==> config.mk <==
export PLATFORM = sky130hd
export DESIGN_NAME = fixed_block_free_list_allocator
export DESIGN_NICKNAME = d
export VERILOG_FILES = /design/src/hdl/fbfl_pkg.sv /design/src/hdl/fbfl_div.sv /design/src/hdl/fixed_block_free_list_allocator.sv
export SDC_FILE = /design/constraint.sdc
export NUM_CORES = 1
export LEC_CHECK = 0
export BUFFER_PORTS_ARGS = -buffer_cell sky130_fd_sc_hd__buf_2
export CAP_MARGIN = 20
export CORE_MARGIN = 3
export CORE_UTILIZATION = 30
export DETAILED_ROUTE_END_ITERATION = 6
export MAX_ROUTING_LAYER = met4
export PLACE_DENSITY = 0.52
export SYNTH_ARGS = -nofsm -noshare
export SYNTH_HDL_FRONTEND = slang
export SYNTH_SLANG_ARGS = --single-unit
==> constraint.sdc <==
create_clock -name i_clk -period 11.3 [get_ports i_clk]
set_clock_uncertainty 0.15 [all_clocks]
set_input_delay 2.26 -clock i_clk [delete_from_list [all_inputs] [get_ports i_clk]]
set_output_delay 2.26 -clock i_clk [all_outputs]
set_load 0.01 [all_outputs]
==> src/hdl/fbfl_pkg.sv <==
// shared types and constants for the fixed block free list allocator
// no dependencies; imported by fbfl_div and fixed_block_free_list_allocator
package fbfl_pkg;

    localparam int ADDR_W      = 14;
    localparam int STATUS_W    = 3;
    localparam int IN_DATA_W   = 16;
    localparam int OUT_DATA_W  = 24;

    localparam int DEF_POOL_BLOCKS  = 64;
    localparam int DEF_BLOCK_BYTES  = 256;
    localparam int DEF_HEADER_BYTES = 16;

    localparam logic ACT_ALLOC = 1'b0;
    localparam logic ACT_FREE  = 1'b1;

    localparam logic [STATUS_W-1:0] ST_ALLOC     = 3'd0;
    localparam logic [STATUS_W-1:0] ST_FREED     = 3'd1;
    localparam logic [STATUS_W-1:0] ST_EXHAUSTED = 3'd2;
    localparam logic [STATUS_W-1:0] ST_NULL      = 3'd3;
    localparam logic [STATUS_W-1:0] ST_REINIT    = 3'd4;

    // divider result handed back to the sequencer
    typedef struct packed {
        logic              done;
        logic              rem_zero;
        logic [ADDR_W-1:0] quotient;
    } t_div_res;

endpackage

==> src/hdl/fbfl_div.sv <==
// reciprocal multiply check of a payload offset against the fixed block size
// one shared multiplier used twice: quotient, then quotient times block size
// depends on fbfl_pkg
module fbfl_div #(
    parameter int BLOCK_BYTES = fbfl_pkg::DEF_BLOCK_BYTES
) (
    input  logic                         i_clk,
    input  logic                         i_rst_n,
    input  logic                         i_start,
    input  logic [fbfl_pkg::ADDR_W-1:0]  i_dividend,
    output fbfl_pkg::t_div_res           o_res
);
    import fbfl_pkg::*;

    // floor(x / BLOCK_BYTES) is (x * RECIP) >> SHIFT for any ADDR_W bit x
    localparam int              SHIFT   = ADDR_W + $clog2(BLOCK_BYTES);
    localparam longint unsigned RECIP_L = ((64'd1 << SHIFT) + 64'(BLOCK_BYTES) - 64'd1)
                                          / 64'(BLOCK_BYTES);
    localparam int              MW      = ADDR_W + 1;
    localparam int              PW      = ADDR_W + MW;
    localparam logic [MW-1:0]   RECIP   = MW'(RECIP_L);
    // quotient times block size never exceeds the offset, so the low bits suffice
    localparam logic [MW-1:0]   BB_MOD  = MW'(BLOCK_BYTES % (1 << ADDR_W));

    typedef enum logic [2:0] {
        P_IDLE = 3'b001,
        P_QUO  = 3'b010,
        P_CHK  = 3'b100
    } t_phase;

    t_phase            r_phase;
    logic [ADDR_W-1:0] r_off;
    logic [ADDR_W-1:0] r_quo;
    logic              r_rem_zero;
    logic              r_done;

    logic [ADDR_W-1:0] mul_a;
    logic [MW-1:0]     mul_b;
    logic [PW-1:0]     mul_p;

    assign mul_a = (r_phase == P_QUO) ? r_off : r_quo;
    assign mul_b = (r_phase == P_QUO) ? RECIP : BB_MOD;
    assign mul_p = PW'(mul_a) * PW'(mul_b);

    always_ff @(posedge i_clk) begin
        if (!i_rst_n) begin
            r_phase <= P_IDLE;
            r_done  <= 1'b0;
        end else begin
            r_done <= 1'b0;
            case (r_phase)
                P_IDLE: begin
                    if (i_start) begin
                        r_phase <= P_QUO;
                    end
                end
                P_QUO: begin
                    r_phase <= P_CHK;
                end
                P_CHK: begin
                    r_phase <= P_IDLE;
                    r_done  <= 1'b1;
                end
                default: begin
                    r_phase <= P_IDLE;
                end
            endcase
        end
    end

    always_ff @(posedge i_clk) begin
        if (i_start) begin
            r_off <= i_dividend;
        end
        if (r_phase == P_QUO) begin
            r_quo <= ADDR_W'(mul_p >> SHIFT);
        end
        if (r_phase == P_CHK) begin
            r_rem_zero <= (mul_p[ADDR_W-1:0] == r_off);
        end
    end

    assign o_res.done     = r_done;
    assign o_res.rem_zero = r_rem_zero;
    assign o_res.quotient = r_quo;

endmodule

==> src/hdl/fixed_block_free_list_allocator.sv <==
// fixed block free list allocator: a null free or exhausted pool is answered
// from idle, an allocate reads the head link first, a valid free makes 2 passes
// through the shared offset multiplier; the next request is taken once the
// result leaves; an invalid free rebuilds the link memory, then reports
// reset is synchronous active low and starts a clearing pass
// of the link memory; no request is taken until it ends
module fixed_block_free_list_allocator #(
    parameter int POOL_BLOCKS  = fbfl_pkg::DEF_POOL_BLOCKS,
    parameter int BLOCK_BYTES  = fbfl_pkg::DEF_BLOCK_BYTES,
    parameter int HEADER_BYTES = fbfl_pkg::DEF_HEADER_BYTES
) (
    input  logic                            i_clk,
    input  logic                            i_rst_n,
    // request: [0] action, [14:1] free_addr, [15] zero
    input  logic                            i_s_tvalid,
    output logic                            o_s_tready,
    input  logic [fbfl_pkg::IN_DATA_W-1:0]  i_s_tdata,
    // result: [2:0] status, [16:3] alloc_addr, [23:17] zero
    output logic                            o_m_tvalid,
    input  logic                            i_m_tready,
    output logic [fbfl_pkg::OUT_DATA_W-1:0] o_m_tdata
);
    import fbfl_pkg::*;

    localparam int IW = (POOL_BLOCKS > 1) ? $clog2(POOL_BLOCKS) : 1;
    localparam logic [IW-1:0]     LAST_IDX = IW'(POOL_BLOCKS - 1);
    localparam logic [ADDR_W-1:0] HDR      = ADDR_W'(HEADER_BYTES);
    localparam logic [ADDR_W-1:0] NBLK     = ADDR_W'(POOL_BLOCKS);
    // block size modulo the address range, enough for a masked product
    localparam logic [ADDR_W-1:0] BB_MOD   = ADDR_W'(BLOCK_BYTES % (1 << ADDR_W));

    // sequencer states
    typedef enum logic [3:0] {
        S_CLEAR = 4'b0001,   // link memory sweep after reset or corruption
        S_IDLE  = 4'b0010,   // waiting for a request
        S_ALLOC = 4'b0100,   // link of the head block being read
        S_DIV   = 4'b1000    // free address being checked by the divider
    } t_state;

    t_state            r_state, n_state;

    // free list state
    logic [IW-1:0]     r_head, n_head;
    logic [IW-1:0]     r_tail, n_tail;
    logic              r_empty, n_empty;
    logic [IW-1:0]     r_clr_idx, n_clr_idx;
    logic              r_reinit, n_reinit;

    // link memory, registered read at the head index
    logic [IW-1:0]     r_mem [POOL_BLOCKS];
    logic [IW-1:0]     r_link_q;
    logic              mem_we;
    logic [IW-1:0]     mem_waddr;
    logic [IW-1:0]     mem_wdata;

    // result register
    logic                r_out_valid, n_out_valid;
    logic [STATUS_W-1:0] r_out_status, n_out_status;
    logic [ADDR_W-1:0]   r_out_addr, n_out_addr;

    // request fields
    logic              in_action;
    logic [ADDR_W-1:0] in_addr;
    logic              accept;

    // divider
    logic              div_start;
    logic [ADDR_W-1:0] div_dividend;
    t_div_res          div_res;
    logic              free_ok;
    logic [ADDR_W-1:0] alloc_addr;

    assign in_action = i_s_tdata[0];
    assign in_addr   = i_s_tdata[ADDR_W:1];

    // the result register is free by the time any request finishes
    assign o_s_tready = (r_state == S_IDLE) && (!r_out_valid || i_m_tready);
    assign accept     = i_s_tvalid && o_s_tready;

    assign div_dividend = in_addr - HDR;
    assign div_start    = accept && (in_action == ACT_FREE) &&
                          (in_addr != '0) && (in_addr >= HDR);

    fbfl_div #(
        .BLOCK_BYTES (BLOCK_BYTES)
    ) u_div (
        .i_clk      (i_clk),
        .i_rst_n    (i_rst_n),
        .i_start    (div_start),
        .i_dividend (div_dividend),
        .o_res      (div_res)
    );

    // payload start of the head block, masked to the address width
    assign alloc_addr = (ADDR_W'(r_head) * BB_MOD) + HDR;

    assign free_ok = div_res.rem_zero && (div_res.quotient < NBLK);

    always_comb begin
        n_state      = r_state;
        n_head       = r_head;
        n_tail       = r_tail;
        n_empty      = r_empty;
        n_clr_idx    = r_clr_idx;
        n_reinit     = r_reinit;
        n_out_valid  = r_out_valid && !i_m_tready;
        n_out_status = r_out_status;
        n_out_addr   = r_out_addr;
        mem_we       = 1'b0;
        mem_waddr    = r_clr_idx;
        mem_wdata    = (r_clr_idx == LAST_IDX) ? '0 : (r_clr_idx + 1'b1);

        case (r_state)
            S_CLEAR: begin
                mem_we    = 1'b1;
                n_clr_idx = r_clr_idx + 1'b1;
                if (r_clr_idx == LAST_IDX) begin
                    n_clr_idx = '0;
                    n_head    = '0;
                    n_tail    = LAST_IDX;
                    n_empty   = 1'b0;
                    n_reinit  = 1'b0;
                    n_state   = S_IDLE;
                    // corruption repair reports once the list is whole again
                    if (r_reinit) begin
                        n_out_valid  = 1'b1;
                        n_out_status = ST_REINIT;
                        n_out_addr   = '0;
                    end
                end
            end
            S_IDLE: begin
                if (accept) begin
                    if (in_action == ACT_ALLOC) begin
                        if (r_empty) begin
                            n_out_valid  = 1'b1;
                            n_out_status = ST_EXHAUSTED;
                            n_out_addr   = '0;
                        end else begin
                            n_state = S_ALLOC;
                        end
                    end else if (in_addr == '0) begin
                        n_out_valid  = 1'b1;
                        n_out_status = ST_NULL;
                        n_out_addr   = '0;
                    end else if (in_addr < HDR) begin
                        // below the first payload start: rebuild the list
                        n_reinit  = 1'b1;
                        n_clr_idx = '0;
                        n_state   = S_CLEAR;
                    end else begin
                        n_state = S_DIV;
                    end
                end
            end
            S_ALLOC: begin
                // head link arrives from memory this cycle
                if (r_head == r_tail) begin
                    n_empty = 1'b1;
                end else begin
                    n_head = r_link_q;
                end
                n_out_valid  = 1'b1;
                n_out_status = ST_ALLOC;
                n_out_addr   = alloc_addr;
                n_state      = S_IDLE;
            end
            S_DIV: begin
                if (div_res.done) begin
                    if (!free_ok) begin
                        n_reinit  = 1'b1;
                        n_clr_idx = '0;
                        n_state   = S_CLEAR;
                    end else begin
                        // append at the tail, or start a fresh list
                        if (r_empty) begin
                            n_head  = div_res.quotient[IW-1:0];
                            n_empty = 1'b0;
                        end else begin
                            mem_we    = 1'b1;
                            mem_waddr = r_tail;
                            mem_wdata = div_res.quotient[IW-1:0];
                        end
                        n_tail       = div_res.quotient[IW-1:0];
                        n_out_valid  = 1'b1;
                        n_out_status = ST_FREED;
                        n_out_addr   = '0;
                        n_state      = S_IDLE;
                    end
                end
            end
            default: begin
                n_state = S_CLEAR;
            end
        endcase
    end

    always_ff @(posedge i_clk) begin
        if (!i_rst_n) begin
            r_state     <= S_CLEAR;
            r_head      <= '0;
            r_tail      <= LAST_IDX;
            r_empty     <= 1'b0;
            r_clr_idx   <= '0;
            r_reinit    <= 1'b0;
            r_out_valid <= 1'b0;
        end else begin
            r_state     <= n_state;
            r_head      <= n_head;
            r_tail      <= n_tail;
            r_empty     <= n_empty;
            r_clr_idx   <= n_clr_idx;
            r_reinit    <= n_reinit;
            r_out_valid <= n_out_valid;
        end
    end

    always_ff @(posedge i_clk) begin
        r_out_status <= n_out_status;
        r_out_addr   <= n_out_addr;
    end

    // link memory
    always_ff @(posedge i_clk) begin
        if (mem_we) begin
            r_mem[mem_waddr] <= mem_wdata;
        end
        r_link_q <= r_mem[r_head];
    end

    assign o_m_tvalid = r_out_valid;
    assign o_m_tdata  = {{(OUT_DATA_W - ADDR_W - STATUS_W){1'b0}}, r_out_addr, r_out_status};

endmodule

=== Yosys cells after proc, flatten, opt, wreduce, memory -nomap -nowiden ===
Memories as Yosys holds them, arrays and structs flattened. A register that Yosys moved wholly into a read port is not among the register bits.
Index checks and enable logic that the tools add are counted.

* Bits in registers: 68
* Memory bits (writable): 384
* Bits of input ports: 20
* Output and inout port bits: 26
* Word-level logic and storage cells: 157
* Memories kept: 1

{| class="wikitable"
|+ Memory list
! memory !! depth !! width !! read ports !! clocked after memory_dff !! write ports !! line !! source
|-
| r_mem || 64 || 6 || 1 || 1 || 1 || fixed_block_free_list_allocator.sv:50 || <nowiki>logic [IW-1:0] r_mem [POOL_BLOCKS];</nowiki>
|}

* Add/subtract/negate cells: 3
* Multiply operators: 1
* $lt $le $gt $ge: 3
* Equal/unequal tests: 27
* Mux-type cells: 85
* Reductions and logical operators: 23

{| class="wikitable"
|+ Operator list
! cell !! count
|-
| $mux W6 || 23
|-
| $mux W14 || 9
|-
| $pmux W14 S4 || 1
|-
| $pmux W6 S3 || 2
|-
| $mul A14 B15 Y29 || 1
|-
| $mux W4 || 7
|-
| $mux W3 || 9
|-
| $mux W1 || 24
|-
| $ne A2 B2 Y1 const B || 11
|-
| $pmux W4 S4 || 1
|-
| $reduce_and A8 Y1 || 2
|-
| $mux W15 || 1
|-
| $add A14 B5 Y14 const B || 1
|-
| $eq A14 B14 Y1 || 1
|-
| $ge A14 B5 Y1 const B || 1
|-
| $logic_not A14 Y1 || 1
|-
| $lt A14 B5 Y1 const B || 1
|-
| $reduce_bool A14 Y1 || 1
|-
| $sub A14 B5 Y14 const B || 1
|-
| $pmux W3 S4 || 1
|-
| $pmux W6 S2 || 1
|-
| $reduce_and A5 Y1 || 2
|-
| $ne A3 B3 Y1 const B || 3
|-
| $logic_and A1 B1 Y1 || 7
|-
| other kinds (26) || 30
|}

=== Longest topological paths before layout ===
* Word-level depth: 9
* Mapped depth: 13
* Gate-level depth less buffers: 12

=== Modules after synthesis ===
From an unflattened synthesis, not the netlist that was laid out.

* Cell total of the unflattened synthesis: 1241
* Area, all modules: 19547.5 um^2

{| class="wikitable"
|+ Modules (own cells, without submodules)
! module !! times used !! cells an instance !! area an instance (um^2) !! sequential area each (um^2)
|-
| fixed_block_free_list_allocator || 1 || 1106 || 17937.2 || 12451.9
|-
| fbfl_div || 1 || 135 || 1610.3 || 740.7
|}

=== Worst setup path before layout ===
OpenSTA, ideal clock, no wires.

* Path type: input to register
* Start: input port i_s_tdata[5] (netlist bit)
* End: register r_out_addr[10], enable pin
* Library setup time: 0.395 ns
* Data arrival time: 4.520 ns
* Required time: 10.755 ns
* Slack: 6.235 ns
* Stages on the path: 7
* Path through: inv_1 -> ha_1 -> or4b_1 -> nor3_1 -> a31oi_1 -> nand3b_1 -> a221oi_1

* Cells in the longest elaborated chain, start to end: 3

{| class="wikitable"
|+ RTL lines
! item !! line !! source
|-
| start: declaration || fixed_block_free_list_allocator.sv:17 || <nowiki>input logic [fbfl_pkg::IN_DATA_W-1:0] i_s_tdata,</nowiki>
|-
| $logic_not A14 Y1 || fixed_block_free_list_allocator.sv:142 || <nowiki>end else if (in_addr == '0) begin</nowiki>
|-
| $ne A3 B2 Y1 (no line) || n/a ||
|-
| $reduce_and A8 Y1 (no line) || n/a ||
|-
| end signal: assignment || fixed_block_free_list_allocator.sv:220 || <nowiki>r_out_addr <= n_out_addr;</nowiki>
|-
| end: declaration || fixed_block_free_list_allocator.sv:59 || <nowiki>logic [ADDR_W-1:0] r_out_addr, n_out_addr;</nowiki>
|}

No other way between the ends.
A chain may end at the register's enable or synchronous reset.

=== Worst setup path after layout ===
* Start: input port i_m_tready
* End: output port o_s_tready

* Cells in the longest elaborated chain, start to end: 2

{| class="wikitable"
|+ RTL lines
! item !! line !! source
|-
| start: declaration || fixed_block_free_list_allocator.sv:20 || <nowiki>input logic i_m_tready,</nowiki>
|-
| $logic_or A1 B1 Y1 || fixed_block_free_list_allocator.sv:77 || <nowiki>assign o_s_tready = (r_state == S_IDLE) && (!r_out_valid || i_m_tready);</nowiki>
|-
| $logic_and A1 B1 Y1 || fixed_block_free_list_allocator.sv:77 ||
|-
| end: declaration || fixed_block_free_list_allocator.sv:16 || <nowiki>output logic o_s_tready,</nowiki>
|}

No other way between the ends.

==> results.yml <==
outcome:
  outcome: "complete, no violations"
timing:
  max_freq_mhz: 188
  rsz0062_at_grt: "false"
  worst_slew_pin_slew_ns: 1.12
  maxSlewHeadroom_pct: 24.9
  timing.final.crit_period_ns: 5.31
  timing.hold.ws_ns: 0.360
  final.setup.tns_ns: 0
  setup_viol: 0
  hold_viol_final: 0
  period_share_pct: 47.0
  finalMaxSlewViolations: 0
critical_path:
  regToRegSetupSlack_ns: 7.43
  cpLargestDelayFamily: "simple AND/OR/NAND/NOR gates"
  cpPeakStageDelay_ns: 0.21
  end_kind: "output port"
  critPathKind: "input pin to output port"
  crit_required_ns: 8.89
  critPathLaunchType: "input pin"
  path_cells: "buf_2 > nand2b_1 > and2_1 > buf_2"
  worst_r2r_path_depth: 6
  cpMaxStageDelayCell: "nand2b_1"
  r2r_start: "r_state[2]"
  cp_common_cell: "buf_2"
  cp_num_buf_inv: 2
  timing.rr.end: "r_mem[52][0]"
  critPathLaunch: "i_m_tready"
  arrival_ns: 2.90
  cp_max_fo: 6
synth:
  syn_avg_cell_area_sq_um: 16.3
  synth-seq-cells: 451
  synth_area_sq_mm: 0.0191
  synthFlopType: "edfxtp_1"
  ys_types: 75
  netlist_instances: 1171
  seq_area_frac_synth_pct: 69.2
  yosys_warnings: 0
  synthArstFlopShare_pct: 0
  synth_edf_count: 416
floorplan:
  die_w_microns: 258
  die_area_sq_mm: 0.0666
  die_h_microns: 258
  rows: 91
  io_pins: 46
  initial_core_util_pct: 30.6
  core-area_sq_mm: 0.0623
grt:
  antenna_found_initial: 0
  grt_usage_pct: 13.5
  grt_pass1_wl_microns: 66700
  grt_max_degree: 65
  gr-total-overflow: 0
  grt_pass1_vias: 10562
drt:
  wl_per_cell_microns: 20.7
  drcViolationCount: 0
  ant_nets: 0
  drt_iter0_markers: 795
  vias: 10249
  first_pass_iters: 5
  wl_microns: 43500
  vias_per_cell: 4.89
cts:
  clkLatencyLatePin_ns: 0.58
  clk_path_buf_depth: 3
  ctsHoldBuffers: 0
  clock-sinks: 451
  cts_setup_buffers: 0
  clk_pin_slew_ns: 0.06
  cts_buffers: 49
  ctsResizeCount: 0
  cts_tree: "done"
  cts-root-buf: "clkbuf_16"
  cts_htree_levels: 2
final_layout:
  final_util_pct: 35.1
  layout_common_cells: "edfxtp_1, nor2_1, mux4_2"
  finalNetCount: 1268
  final_common_cell: "edfxtp_1"
  area_growth_pct: 14.6
  drive_gt1_share_pct: 19.1
  antenna_cells: 0
pwr:
  peakVddDrop_uv: 93.6
  p_leak_nw: 6.82
  powerDensity_mw_per_mm2: 162
worst_hold_path:
  hold_depth: 2
  hold_path_end: "u_div.r_phase[2]"
  worstHoldPathType: "flip-flop to flip-flop"
  hold_start: "u_div.r_phase[1]"
placed_design:
  dpl.hpwl_microns: 27400
  port_buffers: 30
  place_congestion: 0.788
run:
  max_cap_violations: 0
how the worst max path moves through the flow:
stage                           endpoint  depth (start not counted)
final                         o_s_tready                          4
after global routing          o_s_tready                          4
after CTS                     o_s_tready                          4
after detailed placement      o_s_tready                          4
after global placement        o_s_tready                          4
after floorplan           r_out_addr[10]                          7
through the flow:
| stage | power [mW] | area (sq um) | setup WS (ns) | cells |
|---|---|---|---|---|
| after detailed placement | 1.96 | 20200 | 5.99 | 2004 |
| after CTS | 3.57 | 21800 | 5.99 | 2095 |
| after floorplan | 1.93 | 19100 | 6.23 | 1191 |
| final | 3.53 | 21900 | 5.99 | 2097 |
| after global placement | 1.96 | 20200 | 6.02 | 2004 |
| after global routing | 3.65 | 21900 | 5.94 | 2097 |
tightest hold or removal path, cell delays in order, from the launching register on:
cell	delay, ns
dfxtp_1	0.33
nand2b_1	0.09
nor3_1	0.05
state kept, by name, summed over array words and instances (netlist names), 3 cells and up:
name / flops
r_mem: 384
u_div.r_off: 14
r_out_addr: 7
u_div.r_quo: 7
r_clr_idx: 6
r_head: 6
r_link_q: 6
r_tail: 6
r_state: 4
r_out_status: 3
u_div.r_phase: 3
Yosys cell counts, types with 4 or more instances:
cell | n | share of area, %
a211o_1 | 5 | 0.23
a21oi_1 | 28 | 0.73
a22oi_1 | 35 | 1.4
a311oi_1 | 7 | 0.32
a31o_2 | 4 | 0.18
a31oi_1 | 9 | 0.30
a41oi_1 | 4 | 0.18
and2_1 | 21 | 0.69
and3_1 | 4 | 0.13
buf_1 | 17 | 0.33
buf_2 | 7 | 0.18
buf_4 | 14 | 0.55
clkbuf_1 | 31 | 0.61
dfxtp_1 | 35 | 3.7
edfxtp_1 | 416 | 66
ha_1 | 28 | 1.8
inv_1 | 12 | 0.24
mux2_2 | 8 | 0.47
mux2i_1 | 48 | 2.5
mux4_2 | 72 | 8.5
nand2_1 | 56 | 1.1
nand2b_1 | 18 | 0.59
nand3_1 | 30 | 0.79
nand3b_1 | 5 | 0.20
nand4_1 | 4 | 0.13
nor2_1 | 96 | 1.9
nor2b_1 | 14 | 0.46
nor3_1 | 12 | 0.32
nor4_1 | 5 | 0.16
o2111ai_1 | 5 | 0.23
o211ai_1 | 6 | 0.24
o21ai_0 | 12 | 0.32
o22ai_1 | 11 | 0.36
xnor2_1 | 16 | 0.73
xor2_1 | 10 | 0.46
layout make-up:
class                      count  area, sq um
clock buffer                  57         1300
clock inverter                34          327
fill                        5908        40400
inverter                      12         45.0
multi-input combinational    657         5640
sequential                   451        13200
tap                          837         1050
timing repair buffer          49          290
logic make-up (layout without fill, tap and decap cells):
logic type,Yosys count,in the layout,synth area share [%]
AOI/OAI and AO/OA,160,160,6.21
xor gates and xnor gates,26,26,1.19
adders and majority gates,28,28,1.84
buffers and inverters,83,152,2.03
DFF,451,451,69.2
muxes,133,133,12.0
other,1,21,0.0197
and+or+nand+nor,289,289,7.51
per-layer routing:
layer | track usage [%] | part of all wire (%)
met5 | - | 0
met4 | 3.82 | 2.3
met3 | 2.46 | 5.0
met2 | 21.0 | 47
met1 | 18.4 | 46
where the power goes:
group	total (mW)	switching (mW)	internal [mW]	leakage, nW
sequential	1.84	0.00582	1.84	4.12
combinational	0.0828	0.0623	0.0205	1.91
clock	1.61	0.648	0.959	0.793
total	3.53	0.717	2.82	6.82
(Power assumes the default switching activity.)
